## src/rtl/trt_pkg.sv

```systemverilog
// Package: shared types, sizes and helpers of the tagged request/response tracker.
package trt_pkg;

    localparam int QUEUE_DEPTH   = 16;
    localparam int PENDING_SLOTS = 16;
    localparam int PAYLOAD_BITS  = 64;
    localparam int ID_BITS       = 32;

    localparam int QPTR_W = $clog2(QUEUE_DEPTH);
    localparam int QCNT_W = $clog2(QUEUE_DEPTH + 1);
    localparam int SPTR_W = $clog2(PENDING_SLOTS);
    localparam int SCNT_W = $clog2(PENDING_SLOTS + 1);

    typedef logic [QPTR_W-1:0]       qptr_t;
    typedef logic [QCNT_W-1:0]       qcnt_t;
    typedef logic [SPTR_W-1:0]       sptr_t;
    typedef logic [SCNT_W-1:0]       scnt_t;
    typedef logic [PAYLOAD_BITS-1:0] pay_t;
    typedef logic [ID_BITS-1:0]      id_t;
    typedef logic [PENDING_SLOTS-1:0] svec_t;

    typedef enum logic [1:0] {
        ACT_SEND_REQ = 2'd0,
        ACT_RECV_REQ = 2'd1,
        ACT_SEND_RSP = 2'd2,
        ACT_GET_RSP  = 2'd3
    } action_t;

    typedef struct packed {
        logic capture;
        logic search;
        logic exec;
        logic go;
        logic enq;
        logic deq;
        logic store;
        logic free;
        logic skip;
    } cmd_t;

    typedef struct packed {
        action_t action;
        logic    req_full;
        logic    req_empty;
        logic    res_full;
        logic    found;
    } stat_t;

    function automatic qptr_t q_inc(input qptr_t p);
        q_inc = (p == qptr_t'(QUEUE_DEPTH - 1)) ? '0 : p + qptr_t'(1);
    endfunction

    function automatic sptr_t s_inc(input sptr_t p);
        s_inc = (p == sptr_t'(PENDING_SLOTS - 1)) ? '0 : p + sptr_t'(1);
    endfunction

    // first set bit at or after start, wrapping round the table
    function automatic sptr_t first_from(input svec_t bits, input sptr_t start);
        sptr_t           pick;
        logic [SPTR_W:0] sum;
        pick = start;
        for (int k = PENDING_SLOTS - 1; k >= 0; k--)
        begin
            sum = {1'b0, start} + (SPTR_W + 1)'(k);
            if (sum >= (SPTR_W + 1)'(PENDING_SLOTS))
            begin
                sum = sum - (SPTR_W + 1)'(PENDING_SLOTS);
            end
            if (bits[sum[SPTR_W-1:0]])
            begin
                pick = sum[SPTR_W-1:0];
            end
        end
        first_from = pick;
    endfunction

endpackage

```

## src/rtl/trt_ctrl.sv

```systemverilog
// Controller: sequencing state machine, run flag and accept decisions.
module trt_ctrl (
    input  logic          clk,
    input  logic          rst_n,
    input  logic          start,
    input  logic          cfg_valid,
    input  logic          cfg_data,
    input  trt_pkg::stat_t stat,
    output logic          busy,
    output logic          done,
    output logic          cfg_ready,
    output trt_pkg::cmd_t cmd
);
    import trt_pkg::*;

    typedef enum logic [3:0] {
        ST_IDLE   = 4'b0001,
        ST_SEARCH = 4'b0010,
        ST_EXEC   = 4'b0100,
        ST_DONE   = 4'b1000
    } state_t;

    state_t state_reg, state_next;
    logic   running_reg;
    logic   freed_reg;
    logic   go;

    always_comb
    begin
        case (stat.action)
            ACT_SEND_REQ: go = running_reg && !stat.req_full;
            ACT_RECV_REQ: go = running_reg && !stat.req_empty;
            ACT_SEND_RSP: go = running_reg && !stat.res_full;
            ACT_GET_RSP:  go = stat.found;
            default:      go = 1'b0;
        endcase
    end

    always_comb
    begin
        case (state_reg)
            ST_IDLE:   state_next = start ? ST_SEARCH : ST_IDLE;
            ST_SEARCH: state_next = ST_EXEC;
            ST_EXEC:   state_next = ST_DONE;
            ST_DONE:   state_next = ST_IDLE;
            default:   state_next = ST_IDLE;
        endcase
    end

    always_comb
    begin
        cmd         = '0;
        cmd.capture = (state_reg == ST_IDLE) && start;
        cmd.search  = (state_reg == ST_SEARCH);
        cmd.exec    = (state_reg == ST_EXEC);
        if (state_reg == ST_EXEC)
        begin
            cmd.go    = go;
            cmd.enq   = go && (stat.action == ACT_SEND_REQ);
            cmd.deq   = go && (stat.action == ACT_RECV_REQ);
            cmd.store = go && (stat.action == ACT_SEND_RSP);
            cmd.free  = go && (stat.action == ACT_GET_RSP);
        end
        cmd.skip = (state_reg == ST_DONE) && freed_reg;
    end

    always_ff @(posedge clk or negedge rst_n)
    begin
        if (!rst_n)
        begin
            state_reg   <= ST_IDLE;
            running_reg <= 1'b1;
            freed_reg   <= 1'b0;
        end
        else
        begin
            state_reg <= state_next;
            if (cfg_valid && cfg_ready)
            begin
                running_reg <= cfg_data;
            end
            if (state_reg == ST_EXEC)
            begin
                freed_reg <= cmd.free;
            end
        end
    end

    assign busy      = (state_reg != ST_IDLE);
    assign done      = (state_reg == ST_DONE);
    assign cfg_ready = (state_reg == ST_IDLE);

endmodule

```

## src/rtl/trt_dp.sv

```systemverilog
// Datapath: request FIFO, response slot table, id counter and result registers.
module trt_dp (
    input  logic                  clk,
    input  logic                  rst_n,
    input  trt_pkg::cmd_t         cmd,
    input  logic [1:0]            action,
    input  trt_pkg::pay_t         payload,
    input  trt_pkg::id_t          resp_id,
    output trt_pkg::stat_t        stat,
    output logic                  ok,
    output trt_pkg::id_t          id_out,
    output trt_pkg::pay_t         payload_out,
    output trt_pkg::qcnt_t        queued_requests,
    output trt_pkg::scnt_t        pending_responses
);
    import trt_pkg::*;

    pay_t  req_pay_mem [QUEUE_DEPTH];
    id_t   req_id_mem  [QUEUE_DEPTH];
    pay_t  slot_pay_mem [PENDING_SLOTS];
    id_t   slot_id_reg [PENDING_SLOTS];

    action_t action_reg;
    pay_t    pay_reg;
    id_t     rid_reg;

    qptr_t req_head_reg, req_tail_reg;
    qcnt_t req_count_reg;
    id_t   next_id_reg;
    svec_t slot_valid_reg;
    sptr_t res_head_reg, res_tail_reg;
    scnt_t res_count_reg;

    pay_t  req_rd_pay_reg;
    id_t   req_rd_id_reg;
    pay_t  slot_rd_reg;
    sptr_t free_idx_reg, match_idx_reg;
    logic  found_reg;

    logic  ok_reg;
    id_t   id_out_reg;
    pay_t  res_pay_reg;
    logic  slot_sel_reg;

    svec_t match_vec;
    id_t   id_inc;

    always_comb
    begin
        for (int i = 0; i < PENDING_SLOTS; i++)
        begin
            match_vec[i] = slot_valid_reg[i] && (slot_id_reg[i] == rid_reg);
        end
    end

    assign id_inc = next_id_reg + id_t'(1);

    // input capture and search results
    always_ff @(posedge clk)
    begin
        if (cmd.capture)
        begin
            action_reg <= action_t'(action);
            pay_reg    <= payload;
            rid_reg    <= resp_id;
        end
        if (cmd.search)
        begin
            free_idx_reg  <= first_from(~slot_valid_reg, res_tail_reg);
            match_idx_reg <= first_from(match_vec, res_head_reg);
            found_reg     <= |match_vec;
        end
    end

    // memories
    always_ff @(posedge clk)
    begin
        if (cmd.enq)
        begin
            req_pay_mem[req_tail_reg] <= pay_reg;
            req_id_mem[req_tail_reg]  <= next_id_reg;
        end
        req_rd_pay_reg <= req_pay_mem[req_head_reg];
        req_rd_id_reg  <= req_id_mem[req_head_reg];
    end

    always_ff @(posedge clk)
    begin
        if (cmd.store)
        begin
            slot_pay_mem[free_idx_reg] <= pay_reg;
            slot_id_reg[free_idx_reg]  <= rid_reg;
        end
        slot_rd_reg <= slot_pay_mem[match_idx_reg];
    end

    // result registers
    always_ff @(posedge clk)
    begin
        if (cmd.exec)
        begin
            ok_reg       <= cmd.go;
            slot_sel_reg <= cmd.free;
            res_pay_reg  <= cmd.deq ? req_rd_pay_reg : '0;
            if (cmd.enq)
            begin
                id_out_reg <= next_id_reg;
            end
            else if (cmd.deq)
            begin
                id_out_reg <= req_rd_id_reg;
            end
            else if (cmd.store || cmd.free)
            begin
                id_out_reg <= rid_reg;
            end
            else
            begin
                id_out_reg <= '0;
            end
        end
    end

    // pointers, counts and slot state
    always_ff @(posedge clk or negedge rst_n)
    begin
        if (!rst_n)
        begin
            req_head_reg   <= '0;
            req_tail_reg   <= '0;
            req_count_reg  <= '0;
            next_id_reg    <= id_t'(1);
            slot_valid_reg <= '0;
            res_head_reg   <= '0;
            res_tail_reg   <= '0;
            res_count_reg  <= '0;
        end
        else
        begin
            if (cmd.enq)
            begin
                req_tail_reg  <= q_inc(req_tail_reg);
                req_count_reg <= req_count_reg + qcnt_t'(1);
                next_id_reg   <= (id_inc == '0) ? id_t'(1) : id_inc;
            end
            if (cmd.deq)
            begin
                req_head_reg  <= q_inc(req_head_reg);
                req_count_reg <= req_count_reg - qcnt_t'(1);
            end
            if (cmd.store)
            begin
                slot_valid_reg[free_idx_reg] <= 1'b1;
                res_count_reg <= res_count_reg + scnt_t'(1);
                res_tail_reg  <= s_inc(res_tail_reg);
            end
            if (cmd.free)
            begin
                slot_valid_reg[match_idx_reg] <= 1'b0;
                res_count_reg <= res_count_reg - scnt_t'(1);
            end
            if (cmd.skip && (res_count_reg != '0))
            begin
                res_head_reg <= first_from(slot_valid_reg, res_head_reg);
            end
        end
    end

    assign stat.action    = action_reg;
    assign stat.req_full  = (req_count_reg == qcnt_t'(QUEUE_DEPTH));
    assign stat.req_empty = (req_count_reg == '0);
    assign stat.res_full  = (res_count_reg == scnt_t'(PENDING_SLOTS));
    assign stat.found     = found_reg;

    assign ok                = ok_reg;
    assign id_out            = id_out_reg;
    assign payload_out       = slot_sel_reg ? slot_rd_reg : res_pay_reg;
    assign queued_requests   = req_count_reg;
    assign pending_responses = res_count_reg;

endmodule

```

## src/rtl/tagged_request_response_tracker.sv

```systemverilog
// Top level: tagged request/response tracker, controller plus datapath.
//
// Use: drive action, payload and resp_id and raise start while busy is low;
// the request is taken at that edge and busy rises. Actions: send request
// (queued with a fresh nonzero id), receive the oldest request, send a response
// into the slot table, get a response by id. After the slot search and update
// states, done is high for one cycle with ok, id_out, payload_out and
// the occupancy counts; the receiver must take them then, it cannot stall.
// busy falls with done; a request passes through capture, slot search,
// update and result. The slot search compares all slots in parallel from flops;
// the FIFO and response payload stores are memories with a registered read.
// The run flag is written over the cfg channel (cfg_valid, cfg_ready, cfg_data)
// while idle; with it clear, send request, receive request and send response fail.
// Reset empties the FIFO and slot table, sets the next id to one and sets the
// run flag; no clearing pass is needed, so a request may start straight after.
module tagged_request_response_tracker (
    input  logic                   clk,
    input  logic                   rst_n,
    input  logic                   start,
    output logic                   busy,
    input  logic [1:0]             action,
    input  trt_pkg::pay_t          payload,
    input  trt_pkg::id_t           resp_id,
    output logic                   done,
    output logic                   ok,
    output trt_pkg::id_t           id_out,
    output trt_pkg::pay_t          payload_out,
    output trt_pkg::qcnt_t         queued_requests,
    output trt_pkg::scnt_t         pending_responses,
    input  logic                   cfg_valid,
    output logic                   cfg_ready,
    input  logic                   cfg_data
);
    import trt_pkg::*;

    cmd_t  cmd;
    stat_t stat;

    trt_ctrl u_ctrl (
        .clk       (clk),
        .rst_n     (rst_n),
        .start     (start),
        .cfg_valid (cfg_valid),
        .cfg_data  (cfg_data),
        .stat      (stat),
        .busy      (busy),
        .done      (done),
        .cfg_ready (cfg_ready),
        .cmd       (cmd)
    );

    trt_dp u_dp (
        .clk               (clk),
        .rst_n             (rst_n),
        .cmd               (cmd),
        .action            (action),
        .payload           (payload),
        .resp_id           (resp_id),
        .stat              (stat),
        .ok                (ok),
        .id_out            (id_out),
        .payload_out       (payload_out),
        .queued_requests   (queued_requests),
        .pending_responses (pending_responses)
    );

    a_latency: assert property (@(posedge clk) disable iff (!rst_n)
        (start && !busy) |-> ##3 done)
        else $error("result not delivered three cycles after request");

    a_done_busy: assert property (@(posedge clk) disable iff (!rst_n)
        done |-> (busy && !cfg_ready))
        else $error("result strobe outside a busy window");

    a_counts: assert property (@(posedge clk) disable iff (!rst_n)
        (queued_requests <= qcnt_t'(QUEUE_DEPTH))
        && (pending_responses <= scnt_t'(PENDING_SLOTS)))
        else $error("occupancy beyond capacity");

    a_fail_zero: assert property (@(posedge clk) disable iff (!rst_n)
        (done && !ok) |-> ((id_out == '0) && (payload_out == '0)))
        else $error("failed request returned data");

endmodule

```

## config.mk

```make
export PLATFORM = sky130hd
export DESIGN_NAME = tagged_request_response_tracker
export DESIGN_NICKNAME = d
export VERILOG_FILES = /design/src/rtl/trt_pkg.sv /design/src/rtl/trt_ctrl.sv /design/src/rtl/trt_dp.sv /design/src/rtl/tagged_request_response_tracker.sv
export SDC_FILE = /design/constraint.sdc
export NUM_CORES = 2
export LEC_CHECK = 0
export BUFFER_PORTS_ARGS = -buffer_cell sky130_fd_sc_hd__buf_2
export CAP_MARGIN = 20
export CORE_MARGIN = 2
export CORE_UTILIZATION = 55
export CTS_BUF_LIST = sky130_fd_sc_hd__clkbuf_8
export CTS_CLUSTER_DIAMETER = 80
export DETAILED_ROUTE_END_ITERATION = 10
export PLACE_DENSITY = 0.71
export SLEW_MARGIN = 25
export SYNTH_ARGS = -nofsm -noshare
export SYNTH_HDL_FRONTEND = slang
export SYNTH_SLANG_ARGS = --single-unit
export TNS_END_PERCENT = 30
```

## constraint.sdc

```tcl
create_clock -name clk -period 15 [get_ports clk]
set_input_delay 0 -clock clk [delete_from_list [all_inputs] [get_ports clk]]
set_output_delay 0 -clock clk [all_outputs]
set_load 0.01 [all_outputs]
```

### After elaboration in Yosys (flattened, before gate mapping)

Memories as Yosys holds them, arrays and structs flattened. A register that Yosys moved wholly into a read port is not among the register bits.
Cells that the tools add are included.

* logic and storage cells: 504
* register bits: 285
* memories kept: 4
* output and inout port bits: 110
* memory bits (writable): 3072
* bits of input ports: 103

* reduce and logical (&&, ||, !) cells: 42
* $add $sub $neg: 70
* equality and inequality tests: 29
* muxes and demuxes: 250
* magnitude comparators: 84
* bitwise operators: 4

Memories
* u_dp.req_pay_mem: depth 16, width 64, read ports 1, clocked after memory_dff 1, write ports 1, line trt_dp.sv:18 `pay_t req_pay_mem [QUEUE_DEPTH];`
* u_dp.slot_pay_mem: depth 16, width 64, read ports 1, clocked after memory_dff 1, write ports 1, line trt_dp.sv:20 `pay_t slot_pay_mem [PENDING_SLOTS];`
* u_dp.req_id_mem: depth 16, width 32, read ports 1, clocked after memory_dff 1, write ports 1, line trt_dp.sv:19 `id_t req_id_mem [QUEUE_DEPTH];`
* u_dp.slot_id_reg: depth 16, width 32, read ports 16, clocked after memory_dff 0, write ports 1, line trt_dp.sv:21 `id_t slot_id_reg [PENDING_SLOTS];`

Operators by type and width (number)
* 4-bit 2-to-1 mux: 132
* 32-bit equality test: 16
* 4-bit by 5-bit < comparator with 1-bit output (second input constant): 50
* 1-bit binary-select mux with 4-bit select: 48
* 5-bit greater-or-equal comparator (second input constant): 30
* 32-bit 2-to-1 mux: 4
* 4-bit by 1-bit subtractor with 4-bit output (second input constant): 32
* 4-bit by 4-bit adder with 5-bit output (second input constant): 16
* 64-bit 2-to-1 mux: 1
* 1-bit 2-to-1 mux: 54
* 4-bit by 3-bit adder with 5-bit output (second input constant): 8
* 32-bit by 1-bit adder with 32-bit output (second input constant): 1
* 32-bit zero test: 1
* 16-bit 2-to-1 mux: 2
* 16-bit inverter: 2
* 1-bit logical AND: 29
* 4-bit by 2-bit adder with 5-bit output (second input constant): 4
* 5-bit 2-to-1 mux: 4
* 16-bit AND: 1
* 4-bit equality test (second input constant): 4
* 16-bit OR: 1
* 16-bit nonzero test: 1
* 16-bit OR reduction: 1
* 4-bit by 1-bit adder with 4-bit output (second input constant): 3
* other kinds (23): 34

### Depth between registers and ports, before layout

* depth after elaboration: 22
* depth in mapped cells: 20
* gate-level depth less buffers: 14

### Modules after synthesis

Synthesis repeated with hierarchy kept, for this count alone.

* cells, all modules: 6968
* area total of the unflattened synthesis: 140298.3 um2

Modules (own cells, without submodules)
* trt_dp: area each 139880.4 um2, seq. area each 103460.5 um2, instances 1, cells an instance 6929
* trt_ctrl: area each 417.9 um2, seq. area each 152.6 um2, instances 1, cells an instance 39

### Worst setup path after synthesis

No wires, ideal clock.

* kind: register to register
* start: reg u_ctrl.state_reg[2]
* end: reg u_dp.id_out_reg[0], in the netlist u_dp.id_out[0] (enable)
* slack: 3675 ps
* data required time: 14171 ps
* stages on the path, launching flop included: 2
* arrival time: 10496 ps
* buffers on the path: 0
* setup time: 829 ps
* path through: dfrtp_1 nor4b_1

* word-level cells in the longest chain between the ends: 1

Ends and longest elaborated chain
* from (decl): line trt_ctrl.sv:23 `state_t state_reg, state_next;`
* from (signal assigned): line trt_ctrl.sv:77 `state_reg <= state_next;`
* 4-bit by 3-bit equality test with 1-bit output: line trt_ctrl.sv:55 `cmd.exec = (state_reg == ST_EXEC);`
* to (signal assigned): line trt_dp.sv:107 `id_out_reg <= next_id_reg;`
* to (signal assigned): line trt_dp.sv:111 `id_out_reg <= req_rd_id_reg;`
* to (signal assigned): line trt_dp.sv:115 `id_out_reg <= rid_reg;`
* to (decl): line trt_dp.sv:41 `id_t id_out_reg;`

No other way between the ends.
A chain may end at the register's enable or synchronous reset.

### Worst setup path after layout

* start: reg u_dp.res_head_reg[1]
* end: reg u_dp.match_idx_reg[1] (data pin)

* word-level cells in the longest chain between the ends: 22
* elaborated cells on any way between the ends: 127

Ends and longest elaborated chain
* from (decl): line trt_dp.sv:31 `sptr_t res_head_reg, res_tail_reg;`
* from (signal assigned): line trt_dp.sv:164 `res_head_reg <= first_from(slot_valid_reg, res_head_reg);`
* 4-bit by 4-bit adder with 5-bit output: line trt_pkg.sv:64 `sum = {1'b0, start} + (SPTR_W + 1)'(k);`
* 4-bit by 1-bit subtractor with 4-bit output or 5-bit greater-or-equal comparator (tied branches): line trt_pkg.sv:67, trt_pkg.sv:65
* 4-bit 2-to-1 mux: line trt_pkg.sv:65 `if (sum >= (SPTR_W + 1)'(PENDING_SLOTS))`
* 4-bit 2-to-1 mux: line trt_dp.sv:67 `if (cmd.search)`
* 1-bit binary-select mux with 4-bit select: line trt_pkg.sv:69 `if (bits[sum[SPTR_W-1:0]])`
* 1-bit 2-to-1 mux (not written as such): line trt_pkg.sv:69
* 4-bit 2-to-1 mux (15 in series): line trt_pkg.sv:69
* 4-bit 2-to-1 mux *: line trt_pkg.sv:69
* to (signal assigned): line trt_dp.sv:70 `match_idx_reg <= first_from(match_vec, res_head_reg);`
* to (decl): line trt_dp.sv:37 `sptr_t free_idx_reg, match_idx_reg;`

Mark *: on every way between the ends. The rest lies on a longest branch, timed or not. The select of a mux whose other input is x is not followed.

==> summary.txt <==
Outcome
  • Run status: finished, final reports clean

Synth
  • Post-Synthesis Mean Instance Area: 19.7 um^2
  • Count of different cell masters after synthesis: 96
  • Number of flip-flops and latches in the synthesized netlist: 3517
  • Dominant synthesized flop cell: sky130_fd_sc_hd__edfxtp_1
  • Leading cell types by total area after synthesis: sky130_fd_sc_hd__edfxtp_1 70%, sky130_fd_sc_hd__mux4_2 14%, sky130_fd_sc_hd__xnor2_1 2.6%
  • Share of the synthesized area in the top cell type: 0.699
  • Number of synthesized flops with an enable pin: 3277
  • Post-synthesis sequential area ratio: 0.736
  • Net count of the mapped netlist: 7283
  • Synthesized cell area: 0.141 mm^2
  • Number of instances in the synthesized netlist: 7147
  • Cell type contributing the most total cell area after synthesis: sky130_fd_sc_hd__edfxtp_1
  • FFs w/ async S/R, synth: 0.0227
  • Total number of yosys warnings: 0

Global routing
  • Maximum number of pins on one net before global-route repair: 98
  • First-pass GRT wire length: 532000 um
  • Antenna violations before repair: 21
  • Via count of the first global-routing pass: 75726
  • Total global routing track utilization: 0.284
  • Residual overflow from global routing: 0

Setup path
  • FF-to-FF setup slack: 8900 ps
  • CP Max Fanout: 47
  • Data arrival, critical path: 6870 ps
  • Sort of element at the start of the critical path: flop
  • Critical path class: flop to flop
  • CP Capture Type: flop
  • Required time of the worst setup path: 15760 ps

STA
  • Unrepaired setup endpoints after global routing: false
  • Number of endpoints with negative hold slack in the final report: 0
  • Share of the clock period used by the worst path: 0.407
  • Actual transition at the worst max-transition pin: 1130 ps
  • Fmax: 164 MHz
  • Worst clock skew: 86.8 ps
  • Final Max Slew Viols: 0
  • Worst hold-check slack: 134 ps
  • Total negative slack: 0 ps
  • Final period demand of the worst path: 6100 ps
  • Final setup vio count: 0
  • Post-layout worst setup margin: 8900 ps
  • Worst max-slew margin expressed relative to the limit: 0.242

Placed design
  • Cells after DPL: 10563
  • Half-perimeter wire length of the detailed placement result: 213000 um
  • Weighted congestion reported at the end of routability-driven placement: 0.906
  • Cell area reported after detailed placement: 0.147 mm^2
  • Port-buffer cells: 212
  • Worst slack at placement: 8910 ps

Clock network
  • Clock-pin slew on the worst setup and hold paths: 70 ps
  • Max H-tree Level: 6
  • Buffer type at the clock tree root: sky130_fd_sc_hd__clkbuf_8
  • Number of clock buffers inserted by TritonCTS: 563
  • TritonCTS clock tree: done
  • Sinks on Clock Net: 3517
  • Latest clock arrival within the worst-skew pair: 1040 ps
  • Post-cts repair resize count: 0
  • Buffer levels on the longest clock path: 4

Run
  • MaxCap Viol Count: 0

Final layout
  • Final instance area: 0.160 mm^2
  • Layout fillers: 17067
  • Fraction of layout cells with a size suffix above 1: 0.261
  • Net count of the finished layout: 8146
  • Signed area change from the synthesized netlist to the final layout: 13.7%
  • Post-route non-filler standard cell count: 11832
  • Regs by FF count: u_dp.req_pay_mem (1024), u_dp.slot_pay_mem (1024)
  • Core Util, Final: 0.630

Die
  • Die outline area: 0.260 mm^2
  • Number of placement rows: 185
  • Area of the core: 0.254 mm^2
  • Height of the die: 510 um
  • Starting Density: 0.554
  • X dimension of the die: 510 um
  • Total I/O pin count: 213

Route
  • DRC Markers: 0
  • Via/cell ratio: 6.38
  • Routed vias: 75487
  • Number of search-and-repair iterations in the first detailed-routing pass: 8
  • Wire length per cell: 31.4 um
  • Iteration-0 DRC Markers: 9469
  • Post-route antenna net violation count: 0
  • Overall routed net length: 371000 um

Pwr
  • Power per cell area: 137 mW/mm^2
  • Post-layout power: 22.0 mW
  • Standby leakage power: 51.3 nW
  • Worst IR drop on VDD: 0.000116 V

Worst hold path
  • Worst hold-check path type: input pin to asynchronous set/reset pin
## path summary, 6_finish.rpt
path,start,end,cells after the start
max,u_dp.res_head_reg[1],u_dp.match_idx_reg[1],16
min,rst_n,u_dp.res_head_reg[0],4
max reg2reg,u_dp.res_head_reg[1],u_dp.match_idx_reg[1],16
min reg2reg,u_dp.pending_responses[4],u_dp.pending_responses[4],1
max in group asynchronous,rst_n,u_dp.req_head_reg[2],4
min in group clk,start,u_dp.pay_reg[44],3
## layer usage
layer,vias up,track usage,part of all wire
met3,660,0.0519,0.090
li1,31020,-,-
met1,39667,0.405,0.40
met4,8,0.0923,0.032
met2,4132,0.451,0.48
met5,-,0,0.00015
## layout make-up
type                            count  area, um^2  share of cell area
Sequential cell                  3517      104000               0.648
Inverter                           65         249             0.00156
Clock buffer                      611        8410              0.0526
Tap cell                         3366        4210              0.0263
Multi-Input combinational cell   3188       35600               0.222
Antenna cell                        5        12.5           0.0000782
Clock inverter                    405        2250              0.0141
Timing Repair Buffer              675        5690              0.0355
## power by group
part / leakage (nW) / internal [mW] / switching [mW] / total (mW)
Combinational: 13.6 / 1.15 / 1.48 / 2.63
Clock: 6.17 / 4.04 / 3.75 / 7.79
Sequential: 31.5 / 11.2 / 0.309 / 11.6
## worst max-delay path, cell delays in order (launching register included)
cell	delay, ps
sky130_fd_sc_hd__dfrtp_2	330
sky130_fd_sc_hd__buf_4	570
sky130_fd_sc_hd__clkinv_1	140
sky130_fd_sc_hd__buf_4	300
sky130_fd_sc_hd__ha_1	900
sky130_fd_sc_hd__buf_4	480
sky130_fd_sc_hd__inv_2	390
sky130_fd_sc_hd__nand2_1	320
sky130_fd_sc_hd__or3_1	150
sky130_fd_sc_hd__o221ai_1	150
sky130_fd_sc_hd__a221oi_1	560
sky130_fd_sc_hd__mux2_4	300
sky130_fd_sc_hd__a2111oi_4	50
sky130_fd_sc_hd__a311o_1	340
sky130_fd_sc_hd__or3_1	410
sky130_fd_sc_hd__a21oi_1	240
sky130_fd_sc_hd__o21ai_1	100
## layout by cell type, fill, tap and decap left out, types with 54 or more instances in the layout
| master | n |
|---|---|
| sky130_fd_sc_hd__edfxtp_1 | 3277 |
| sky130_fd_sc_hd__mux4_2 | 850 |
| sky130_fd_sc_hd__clkbuf_8 | 611 |
| sky130_fd_sc_hd__xnor2_1 | 422 |
| sky130_fd_sc_hd__inv_1 | 258 |
| sky130_fd_sc_hd__nand2_1 | 223 |
| sky130_fd_sc_hd__buf_2 | 212 |
| sky130_fd_sc_hd__dlygate4sd3_1 | 203 |
| sky130_fd_sc_hd__nand4_1 | 195 |
| sky130_fd_sc_hd__buf_4 | 191 |
| sky130_fd_sc_hd__nor2_1 | 180 |
| sky130_fd_sc_hd__dfxtp_1 | 160 |
| sky130_fd_sc_hd__xor2_1 | 125 |
| sky130_fd_sc_hd__nand3_1 | 120 |
| sky130_fd_sc_hd__clkinv_1 | 112 |
| sky130_fd_sc_hd__nand2b_1 | 91 |
| sky130_fd_sc_hd__a21oi_1 | 91 |
| sky130_fd_sc_hd__mux2_2 | 85 |
| sky130_fd_sc_hd__and3_1 | 77 |
| sky130_fd_sc_hd__dfrtp_1 | 71 |
| sky130_fd_sc_hd__mux2i_1 | 70 |
| sky130_fd_sc_hd__o21ai_0 | 67 |
| sky130_fd_sc_hd__nor4_1 | 57 |
| sky130_fd_sc_hd__nor3_1 | 55 |
| sky130_fd_sc_hd__a31oi_1 | 54 |
## repair_timing
action                    4_1_cts  5_1_grt
hold endpoints to repair      198        0
buffers inserted                0        0
hold buffers                  204        0
## cell families (layout without fill, tap and decap cells)
| logic type | after synthesis | count (layout) | share of synthesized area |
|---|---|---|---|
| flip-flops | 3517 | 3517 | 0.736 |
| AND/OR/NAND/NOR | 1182 | 1182 | 0.0449 |
| multiplexers | 1007 | 1007 | 0.148 |
| XOR/XNOR | 554 | 554 | 0.0348 |
| buffers and inverters | 442 | 1756 | 0.0132 |
| AO/OA/AOI/OAI | 412 | 412 | 0.0196 |
| adder cells (fa/ha/maj) | 33 | 33 | 0.00304 |
| other | 0 | 5 | 0 |
## synthesized netlist by cell type (85+ instances only)
master                     number
sky130_fd_sc_hd__edfxtp_1    3277
sky130_fd_sc_hd__mux4_2       850
sky130_fd_sc_hd__xnor2_1      423
sky130_fd_sc_hd__clkbuf_1     226
sky130_fd_sc_hd__nand2_1      225
sky130_fd_sc_hd__nor2_1       204
sky130_fd_sc_hd__nand4_1      195
sky130_fd_sc_hd__dfxtp_1      160
sky130_fd_sc_hd__xor2_1       126
sky130_fd_sc_hd__nand3_1      120
sky130_fd_sc_hd__a21oi_1       91
sky130_fd_sc_hd__nand2b_1      91
sky130_fd_sc_hd__mux2_2        85
Note: power is estimated with default switching activity, not from simulation.
